[config.mk]
export PLATFORM = sky130hd
export DESIGN_NAME = debounced_led_bounce_chaser_unit_flat
export DESIGN_NICKNAME = d
export VERILOG_FILES = /design/src/rtl/core/dlbc_pkg.sv /design/src/rtl/core/dlbc_sample_if.sv /design/src/rtl/core/dlbc_result_if.sv /design/src/rtl/core/dlbc_ctrl.sv /design/src/rtl/core/dlbc_pattern.sv /design/src/rtl/core/debounced_led_bounce_chaser_unit.sv /design/src/flat_wrapper.sv
export SDC_FILE = /design/constraint.sdc
export NUM_CORES = 1
export LEC_CHECK = 0
export BUFFER_PORTS_ARGS = -buffer_cell sky130_fd_sc_hd__buf_2
export CORE_MARGIN = 8
export CORE_UTILIZATION = 30
export DETAILED_ROUTE_END_ITERATION = 7
export PLACE_DENSITY_LB_ADDON = 0.2
export SLEW_MARGIN = 10
export SYNTH_ARGS = -nofsm -noshare
export SYNTH_HDL_FRONTEND = slang
export SYNTH_SLANG_ARGS = --single-unit
[constraint.sdc]
create_clock -name clk -period 11 [get_ports clk]
set_input_delay 1.65 -clock clk [delete_from_list [all_inputs] [get_ports clk]]
set_output_delay 1.65 -clock clk [all_outputs]
set_load 0.02 [all_outputs]
[src/rtl/core/dlbc_pkg.sv]
// Shared types, constants and helper functions for the LED bounce chaser.
package dlbc_pkg;

	localparam int unsigned PatW  = 6;
	localparam int unsigned LedW  = 4;
	localparam int unsigned ModeW = 3;
	localparam int unsigned CfgW  = 8;
	localparam int unsigned CfgIdxW = 2;

	// Configuration register indexes.
	localparam logic [CfgIdxW-1:0] RegSamplesPerWindow = 2'd0;
	localparam logic [CfgIdxW-1:0] RegPressThreshold   = 2'd1;
	localparam logic [CfgIdxW-1:0] RegWindowsPerStep   = 2'd2;

	localparam logic [CfgW-1:0] SamplesPerWindowRst = 8'd100;
	localparam logic [CfgW-1:0] PressThresholdRst   = 8'd70;
	localparam logic [CfgW-1:0] WindowsPerStepRst   = 8'd10;

	localparam logic [ModeW-1:0] ModeOne   = 3'd1;
	localparam logic [ModeW-1:0] ModeThree = 3'd3;
	localparam logic [ModeW-1:0] ModeFive  = 3'd5;
	localparam logic [ModeW-1:0] ModeCount = 3'd6;
	localparam logic [ModeW-1:0] ModeZero  = 3'd0;

	localparam logic [PatW-1:0] PatOneLo   = 6'b000001;
	localparam logic [PatW-1:0] PatOneHi   = 6'b100000;
	localparam logic [PatW-1:0] PatTwoLo   = 6'b000011;
	localparam logic [PatW-1:0] PatTwoHi   = 6'b110000;
	localparam logic [PatW-1:0] PatThreeLo = 6'b000111;
	localparam logic [PatW-1:0] PatThreeHi = 6'b111000;

	typedef struct packed {
		logic [CfgW-1:0] samples_per_window;
		logic [CfgW-1:0] press_threshold;
		logic [CfgW-1:0] windows_per_step;
	} cfg_t;

	// Events handed from the timing/debounce logic to the pattern logic.
	typedef struct packed {
		logic             step;     // first tick of a step period
		logic             advance;  // mode advances on this tick
		logic [ModeW-1:0] mode_cur; // mode before this tick
		logic [ModeW-1:0] mode_nxt; // mode after this tick
	} ev_t;

	// Low end pattern of a moving mode; zero for frozen modes.
	function automatic logic [PatW-1:0] pat_lo(input logic [ModeW-1:0] m);
		logic [PatW-1:0] r;
		r = '0;
		unique case (m)
			ModeOne:   r = PatOneLo;
			ModeThree: r = PatTwoLo;
			ModeFive:  r = PatThreeLo;
			default:   r = '0;
		endcase
		return r;
	endfunction

	// High end pattern of a moving mode; zero for frozen modes.
	function automatic logic [PatW-1:0] pat_hi(input logic [ModeW-1:0] m);
		logic [PatW-1:0] r;
		r = '0;
		unique case (m)
			ModeOne:   r = PatOneHi;
			ModeThree: r = PatTwoHi;
			ModeFive:  r = PatThreeHi;
			default:   r = '0;
		endcase
		return r;
	endfunction

endpackage

[src/rtl/core/dlbc_sample_if.sv]
// Input channel carrying one button sample per transaction.
interface dlbc_sample_if;
	logic valid;
	logic ready;
	logic button_level;

	modport source (output valid, output button_level, input ready);
	modport sink (input valid, input button_level, output ready);
endinterface

[src/rtl/core/dlbc_result_if.sv]
// Output channel carrying the LED drive bits and the mode per transaction.
interface dlbc_result_if;
	logic                      valid;
	logic                      ready;
	logic [dlbc_pkg::LedW-1:0]  led_bits;
	logic [dlbc_pkg::ModeW-1:0] mode;

	modport source (output valid, output led_bits, output mode, input ready);
	modport sink (input valid, input led_bits, input mode, output ready);
endinterface

[src/rtl/core/dlbc_ctrl.sv]
// Sample and window counters, debounce decision and mode register.
module dlbc_ctrl (
	input  logic                       clk,
	input  logic                       arst_n,
	input  logic                       accept,
	input  logic                       button_level,
	input  dlbc_pkg::cfg_t             cfg,
	output dlbc_pkg::ev_t              ev
);
	logic [dlbc_pkg::CfgW-1:0]  pressed_count_q;
	logic [dlbc_pkg::CfgW-1:0]  sample_index_q;
	logic [dlbc_pkg::CfgW-1:0]  window_index_q;
	logic                       released_q;
	logic [dlbc_pkg::ModeW-1:0] mode_q;

	logic [dlbc_pkg::CfgW-1:0]  count_inc;
	logic [dlbc_pkg::CfgW-1:0]  sample_inc;
	logic [dlbc_pkg::CfgW-1:0]  window_inc;
	logic                       window_end;
	logic                       window_pressed;
	logic                       advance;
	logic [dlbc_pkg::ModeW-1:0] mode_plus;
	logic [dlbc_pkg::ModeW-1:0] mode_d;

	always_comb begin
		count_inc = pressed_count_q;
		if (!button_level && pressed_count_q != {dlbc_pkg::CfgW{1'b1}}) begin
			count_inc = pressed_count_q + 1'b1;
		end
		sample_inc     = sample_index_q + 1'b1;
		window_inc     = window_index_q + 1'b1;
		window_end     = sample_inc >= cfg.samples_per_window;
		window_pressed = count_inc > cfg.press_threshold;
		advance        = window_end && !window_pressed && !released_q;
		mode_plus      = mode_q + 1'b1;
		mode_d         = mode_q;
		if (advance) begin
			mode_d = (mode_plus >= dlbc_pkg::ModeCount) ? dlbc_pkg::ModeZero : mode_plus;
		end
		ev.step     = (sample_index_q == '0) && (window_index_q == '0);
		ev.advance  = advance;
		ev.mode_cur = mode_q;
		ev.mode_nxt = mode_d;
	end

	always_ff @(posedge clk or negedge arst_n) begin
		if (!arst_n) begin
			pressed_count_q <= '0;
			sample_index_q  <= '0;
			window_index_q  <= '0;
			released_q      <= 1'b1;
			mode_q          <= dlbc_pkg::ModeOne;
		end else if (accept) begin
			mode_q <= mode_d;
			if (window_end) begin
				pressed_count_q <= '0;
				sample_index_q  <= '0;
				window_index_q  <= (window_inc >= cfg.windows_per_step) ? '0 : window_inc;
				if (window_pressed) begin
					released_q <= 1'b0;
				end else if (!released_q) begin
					released_q <= 1'b1;
				end
			end else begin
				pressed_count_q <= count_inc;
				sample_index_q  <= sample_inc;
			end
		end
	end
endmodule

[src/rtl/core/dlbc_pattern.sv]
// Bouncing LED pattern, its direction and the latched display bits.
module dlbc_pattern (
	input  logic                      clk,
	input  logic                      arst_n,
	input  logic                      accept,
	input  dlbc_pkg::ev_t             ev,
	output logic [dlbc_pkg::LedW-1:0] displayed_d
);
	logic [dlbc_pkg::PatW-1:0] pattern_q;
	logic                      move_right_q;
	logic [dlbc_pkg::LedW-1:0] displayed_q;

	logic [dlbc_pkg::PatW-1:0] lo;
	logic [dlbc_pkg::PatW-1:0] hi;
	logic                      moving;
	logic [dlbc_pkg::PatW-1:0] shifted;
	logic                      dir_shifted;
	logic [dlbc_pkg::PatW-1:0] pattern_d;
	logic                      move_right_d;

	always_comb begin
		lo          = dlbc_pkg::pat_lo(ev.mode_cur);
		hi          = dlbc_pkg::pat_hi(ev.mode_cur);
		moving      = ev.mode_cur[0];
		shifted     = pattern_q;
		dir_shifted = move_right_q;
		if (ev.step && moving) begin
			shifted = move_right_q ? {1'b0, pattern_q[dlbc_pkg::PatW-1:1]}
			                       : {pattern_q[dlbc_pkg::PatW-2:0], 1'b0};
			if (shifted == lo || shifted == hi) begin
				dir_shifted = !move_right_q;
			end
		end
		displayed_d = ev.step ? shifted[dlbc_pkg::LedW:1] : displayed_q;
		// Entering a moving mode reloads the pattern after any shift of this tick.
		pattern_d    = shifted;
		move_right_d = dir_shifted;
		if (ev.advance && ev.mode_nxt[0]) begin
			pattern_d    = dlbc_pkg::pat_lo(ev.mode_nxt);
			move_right_d = 1'b0;
		end
	end

	always_ff @(posedge clk or negedge arst_n) begin
		if (!arst_n) begin
			pattern_q    <= dlbc_pkg::PatOneLo;
			move_right_q <= 1'b0;
			displayed_q  <= '0;
		end else if (accept) begin
			pattern_q    <= pattern_d;
			move_right_q <= move_right_d;
			displayed_q  <= displayed_d;
		end
	end
endmodule

[src/rtl/core/debounced_led_bounce_chaser_unit.sv]
// Top level of the debounced LED bounce chaser with its output register.
//
// Each transaction on sample_ch is one sample tick carrying the raw,
// active-low button level. Every accepted sample produces exactly one
// transaction on result_ch, carrying the four LED drive bits and the
// current mode, both taken after that tick's update.
// Samples are grouped into debounce windows; a released window after a
// pressed one steps the mode through 0 to 5. Odd modes bounce 1, 2 or 3 lit
// bits across a 6-bit pattern once per step period; even modes freeze it.
// The result of a sample accepted at one edge is offered on result_ch
// from the next edge onwards. Throughput is one sample per cycle while
// the receiver does not stall. All state updates happen in a single
// pass of short logic into the state registers and the output register.
// When the receiver stalls, the finished result is held in the output
// register and sample_ch.ready drops until it is taken; a new sample is
// accepted in the same cycle as the waiting result is taken.
// Reset (arst_n low) restores the register defaults (100, 70, 10), mode 1,
// a single lit bit moving left, all LEDs off and an empty output register.
// The configuration port is written through cfg_we, cfg_index and
// cfg_data, by the user only while the block is idle; nothing enforces it.
module debounced_led_bounce_chaser_unit (
	input  logic                               clk,
	input  logic                               arst_n,
	dlbc_sample_if.sink                        sample_ch,
	dlbc_result_if.source                      result_ch,
	input  logic                               cfg_we,
	input  logic [dlbc_pkg::CfgIdxW-1:0]       cfg_index,
	input  logic [dlbc_pkg::CfgW-1:0]          cfg_data
);
	dlbc_pkg::cfg_t             cfg_q;
	dlbc_pkg::ev_t              ev;
	logic                       accept;
	logic [dlbc_pkg::LedW-1:0]  displayed_d;
	logic                       out_valid_q;
	logic [dlbc_pkg::LedW-1:0]  led_q;
	logic [dlbc_pkg::ModeW-1:0] mode_q;

	// The output register can take a new result when it is empty or its
	// content is being taken in this cycle.
	assign sample_ch.ready = !out_valid_q || result_ch.ready;
	assign accept          = sample_ch.valid && sample_ch.ready;

	assign result_ch.valid    = out_valid_q;
	assign result_ch.led_bits = led_q;
	assign result_ch.mode     = mode_q;

	// Configuration registers; writes to an index beyond the list are ignored.
	always_ff @(posedge clk or negedge arst_n) begin
		if (!arst_n) begin
			cfg_q.samples_per_window <= dlbc_pkg::SamplesPerWindowRst;
			cfg_q.press_threshold    <= dlbc_pkg::PressThresholdRst;
			cfg_q.windows_per_step   <= dlbc_pkg::WindowsPerStepRst;
		end else if (cfg_we) begin
			unique case (cfg_index)
				dlbc_pkg::RegSamplesPerWindow: cfg_q.samples_per_window <= cfg_data;
				dlbc_pkg::RegPressThreshold:   cfg_q.press_threshold    <= cfg_data;
				dlbc_pkg::RegWindowsPerStep:   cfg_q.windows_per_step   <= cfg_data;
				default: ;
			endcase
		end
	end

	dlbc_ctrl u_ctrl (
		.clk          (clk),
		.arst_n       (arst_n),
		.accept       (accept),
		.button_level (sample_ch.button_level),
		.cfg          (cfg_q),
		.ev           (ev)
	);

	dlbc_pattern u_pattern (
		.clk         (clk),
		.arst_n      (arst_n),
		.accept      (accept),
		.ev          (ev),
		.displayed_d (displayed_d)
	);

	always_ff @(posedge clk or negedge arst_n) begin
		if (!arst_n) begin
			out_valid_q <= 1'b0;
		end else if (accept) begin
			out_valid_q <= 1'b1;
		end else if (result_ch.ready) begin
			out_valid_q <= 1'b0;
		end
	end

	// Payload of the output register.
	always_ff @(posedge clk) begin
		if (accept) begin
			led_q  <= displayed_d;
			mode_q <= ev.mode_nxt;
		end
	end
endmodule
[src/flat_wrapper.sv]
// flat-port wrapper written by rule: the top's interface ports become plain ports
module debounced_led_bounce_chaser_unit_flat 
  (clk, arst_n, cfg_we, cfg_index, cfg_data, sample_ch_valid, sample_ch_button_level, sample_ch_ready, result_ch_valid, result_ch_led_bits, result_ch_mode, result_ch_ready);
  dlbc_sample_if sample_ch_i ();
  dlbc_result_if result_ch_i ();
  input  logic clk;
  input  logic arst_n;
  input  logic cfg_we;
  input  logic [dlbc_pkg::CfgIdxW-1:0] cfg_index;
  input  logic [dlbc_pkg::CfgW-1:0] cfg_data;
  input wire logic [$bits(sample_ch_i.valid)-1:0] sample_ch_valid;
  input wire logic [$bits(sample_ch_i.button_level)-1:0] sample_ch_button_level;
  output wire logic [$bits(sample_ch_i.ready)-1:0] sample_ch_ready;
  output wire logic [$bits(result_ch_i.valid)-1:0] result_ch_valid;
  output wire logic [$bits(result_ch_i.led_bits)-1:0] result_ch_led_bits;
  output wire logic [$bits(result_ch_i.mode)-1:0] result_ch_mode;
  input wire logic [$bits(result_ch_i.ready)-1:0] result_ch_ready;
  assign sample_ch_i.valid = sample_ch_valid;
  assign sample_ch_i.button_level = sample_ch_button_level;
  assign sample_ch_ready = sample_ch_i.ready;
  assign result_ch_valid = result_ch_i.valid;
  assign result_ch_led_bits = result_ch_i.led_bits;
  assign result_ch_mode = result_ch_i.mode;
  assign result_ch_i.ready = result_ch_ready;
  debounced_led_bounce_chaser_unit u_core (.clk(clk), .arst_n(arst_n), .sample_ch(sample_ch_i), .result_ch(result_ch_i), .cfg_we(cfg_we), .cfg_index(cfg_index), .cfg_data(cfg_data));
endmodule
==> impl_metrics.toml <==
[sta]
fin_ws_ps = 6410
final.setup_skew_ps = 8.25
max_clock_freq_mhz = 218
rsz0062_at_grt = "no"
finalHoldViolCount = 0
setup_viol = 0
fin_crit_sh_pct = 41.7
fin_tns_setup_ps = 0
tightestPinTransition_ps = 909
relSlewSlack_pct = 39.4
slew_violations = 0
min_period_ps = 4590

[cts]
clk_latency_ps = 340
clockBufferDepth = 2
cts_buffers = 9
tritoncts = "done"
ctsResizeCount = 0
cts_hold_buf = 0
post_cts_buffers = 0
cts.sinks = 71
clockRootBuffer = "clkbuf_16"
htree_levels = 3
clk_pin_slew_ps = 60

[cells_and_area]
n_antenna_cell = 0
fin_area_sq_mm = 0.00493
final_util_pct = 35.5
area_delta_synth_final_pct = 15.3
drive_gt1_share_pct = 17.2
nets = 518

[synthesis]
yosysMostFrequentCell = "dfrtp_1"
synth.cells.most_frequent = "53 x dfrtp_1, 52 x nand2_1, 48 x o21ai_0"
synth_area_sq_mm = 0.00427
synthTopCellsByArea = "dfrtp_1 31%, ha_1 9.1%, mux2_2 6.9%"
synth_cell_types = 52
syn_inst = 450
synth_top_area_cell = "dfrtp_1"
yosysWarnings = 0
synth_edf_count = 7
synthArstFlopShare_pct = 90.1
synth.avg_cell_area_sq_um = 9.49
synthDominantCellAreaShare_pct = 31.0
synth-seq-cells = 71
ys_seq_area_share_pct = 42.7
syn_nets = 497
synth_flop_cell = "dfrtp_1"

[detailed_routing]
antenna_left = 0
vias = 3271
drt_iter0_markers = 184
routed_wl_um = 9790
routedWlPerCell_um = 14.9
route.detailed.drc = 0
vias_per_cell = 4.99
dr.pass1.iters = 4

[critical_path]
crit_arrival_ps = 4770
worst-r2r-setup-slack_ps = 6950
critPathLaunchType = "input port"
cp_max_fo = 11
worst-setup-path-type = "input port to register"
required_ps = 11180
reg2reg_from = "u_core.u_ctrl.pressed_count_q[0]$_DFFE_PN0P_"
reg2reg_depth = 12
critPathCaptureType = "register"
regToRegEndpoint = "u_core.u_pattern.pattern_q[3]$_DFFE_PN0P_"

[outcome]
status = "completed"

[die]
die_h_um = 135
initial_core_util_pct = 30.8
ios = 25
fp.dieW_um = 135
coreArea_sq_mm = 0.0139
dieArea_sq_mm = 0.0183
rows = 43

[placement]
place_congestion = 0.828
dp_hpwl_um = 6930
dp_slack_ps = 6060
portBuffers = 24
placed_cell_area_sq_mm = 0.00459

[global_routing]
grt_usage_pct = 11.5
grt_pass1_wl_um = 16700
antenna_found_initial = 0
grt_overflow = 0
grt_pass1_vias = 3285
grt_max_degree = 65

[worst_hold_path]
min_from = "u_core.u_ctrl.released_q$_DFFE_PN1P_"
hold_depth = 2
hold_path.class = "register to register"
hold_end = "u_core.u_ctrl.released_q$_DFFE_PN1P_"

[pwr]
power_leakage_uw = 0.00220
ir_drop_v = 0.000110
power.density_mw_per_mm2 = 216

[job]
drv_cap = 0
## how the worst max path moves through the flow
stage | from | end | depth (start not counted)
floorplan | sample_ch_button_level | u_core.u_pattern.pattern_q[2]$_DFFE_PN0P_ | 11
global placement | sample_ch_button_level | u_core.u_pattern.pattern_q[3]$_DFFE_PN0P_ | 11
detailed placement | sample_ch_button_level | u_core.u_pattern.pattern_q[3]$_DFFE_PN0P_ | 11
CTS | sample_ch_button_level | u_core.u_pattern.pattern_q[3]$_DFFE_PN0P_ | 11
global route | sample_ch_button_level | u_core.u_pattern.pattern_q[3]$_DFFE_PN0P_ | 11
finish | sample_ch_button_level | u_core.u_pattern.pattern_q[3]$_DFFE_PN0P_ | 11
## cell families after synthesis
kind of cell	after synthesis	share of synthesized area, %
adder cells (fa/ha/maj)	31	9.08
AND/OR/NAND/NOR	136	15.6
XOR/XNOR	20	4.10
AO/OA/AOI/OAI	112	16.5
buffers and inverters	52	4.60
multiplexers	28	7.32
flip-flops	71	42.7
## worst max-delay path, stage by stage
cell and delay [ps]:
buf_2 110, a211oi_1 510, nand4_1 260, xnor2_1 190, ha_1 320, nand4_1 130
nor2_1 150, a21oi_1 70, or4b_1 710, o22ai_1 480, o221ai_1 200
## stage by stage
stage | power [uW] | hold slack (ps) | cells
4_1_cts | 1080 | 485 | 656
6_report | 1070 | 483 | 656
3_5_place_dp | 735 | 466 | 640
5_1_grt | 1150 | 498 | 656
3_3_place_gp | 729 | 459 | 640
2_1_floorplan | 637 | 440 | 450
## placed cells by master (no fill, tap or decap), types with 2 or more instances in the layout
master     netlist  routed
a211oi_1         4       4
a21o_1           7       7
a21oi_1         16      16
a221oi_1         2       2
a22o_1           4       4
a2bb2oi_1        5       5
and2_1           2       2
and3_1           5       5
buf_2            1      24
buf_4            0       5
bufinv_16        0       3
clkbuf_1        17       3
clkbuf_16        0       9
dfrtp_1         53      53
dfstp_2         11      11
edfxtp_1         7       7
ha_1            31      31
inv_1           33      33
mux2_2          26      26
mux2i_1          2       2
nand2_1         52      52
nand2b_1        14      14
nand3_1         12      12
nand3b_1         2       2
nand4_1          6       6
nor2_1          22      22
nor2b_1          6       6
nor3_1           4       4
nor3b_1          2       2
nor4b_1          2       2
o211ai_1         2       2
o21a_1           4       4
o21ai_0         48      48
o22ai_1          3       3
o31ai_1          6       5
or4_1            2       2
xnor2_1         12      12
xor2_1           8       8
## layout make-up
class / count / area (sq um)
Timing Repair Buffer: 29 / 158
Clock buffer: 13 / 250
Sequential cell: 71 / 1830
Fill cell: 1398 / 8950
Multi-Input combinational cell: 327 / 2250
Tap cell: 180 / 225
Inverter: 33 / 124
Clock inverter: 3 / 90.1
## power breakdown
group,leakage [uW],switching [uW],internal [uW]
clock,0.000164,109,228
sequential,0.000834,59.9,332
combinational,0.00120,184,152
total,0.00220,354,712
## routing by layer
metal	up-vias	wire, um	track usage, %
met1	1580	4860	15.2
li1	1629	-	-
met5	-	0	0
met3	14	351	3.12
met2	48	4440	17.7
met4	0	134	3.89
## registers in the layout (all words and copies together) (netlist names)
signal and flops:
u_core.u_ctrl.pressed_count_q 8, u_core.u_pattern.displayed_q 4, u_core.u_ctrl.mode_q 3, u_core.result_ch.led_bits 4, u_core.u_pattern.pattern_q 6, u_core.result_ch.mode 3, u_core.u_ctrl.released_q 1, u_core.u_ctrl.window_index_q 8
u_core.result_ch.valid 1, u_core.u_pattern.move_right_q 1, u_core.cfg_q 24, u_core.u_ctrl.sample_index_q 8
(Power assumes the default switching activity.)
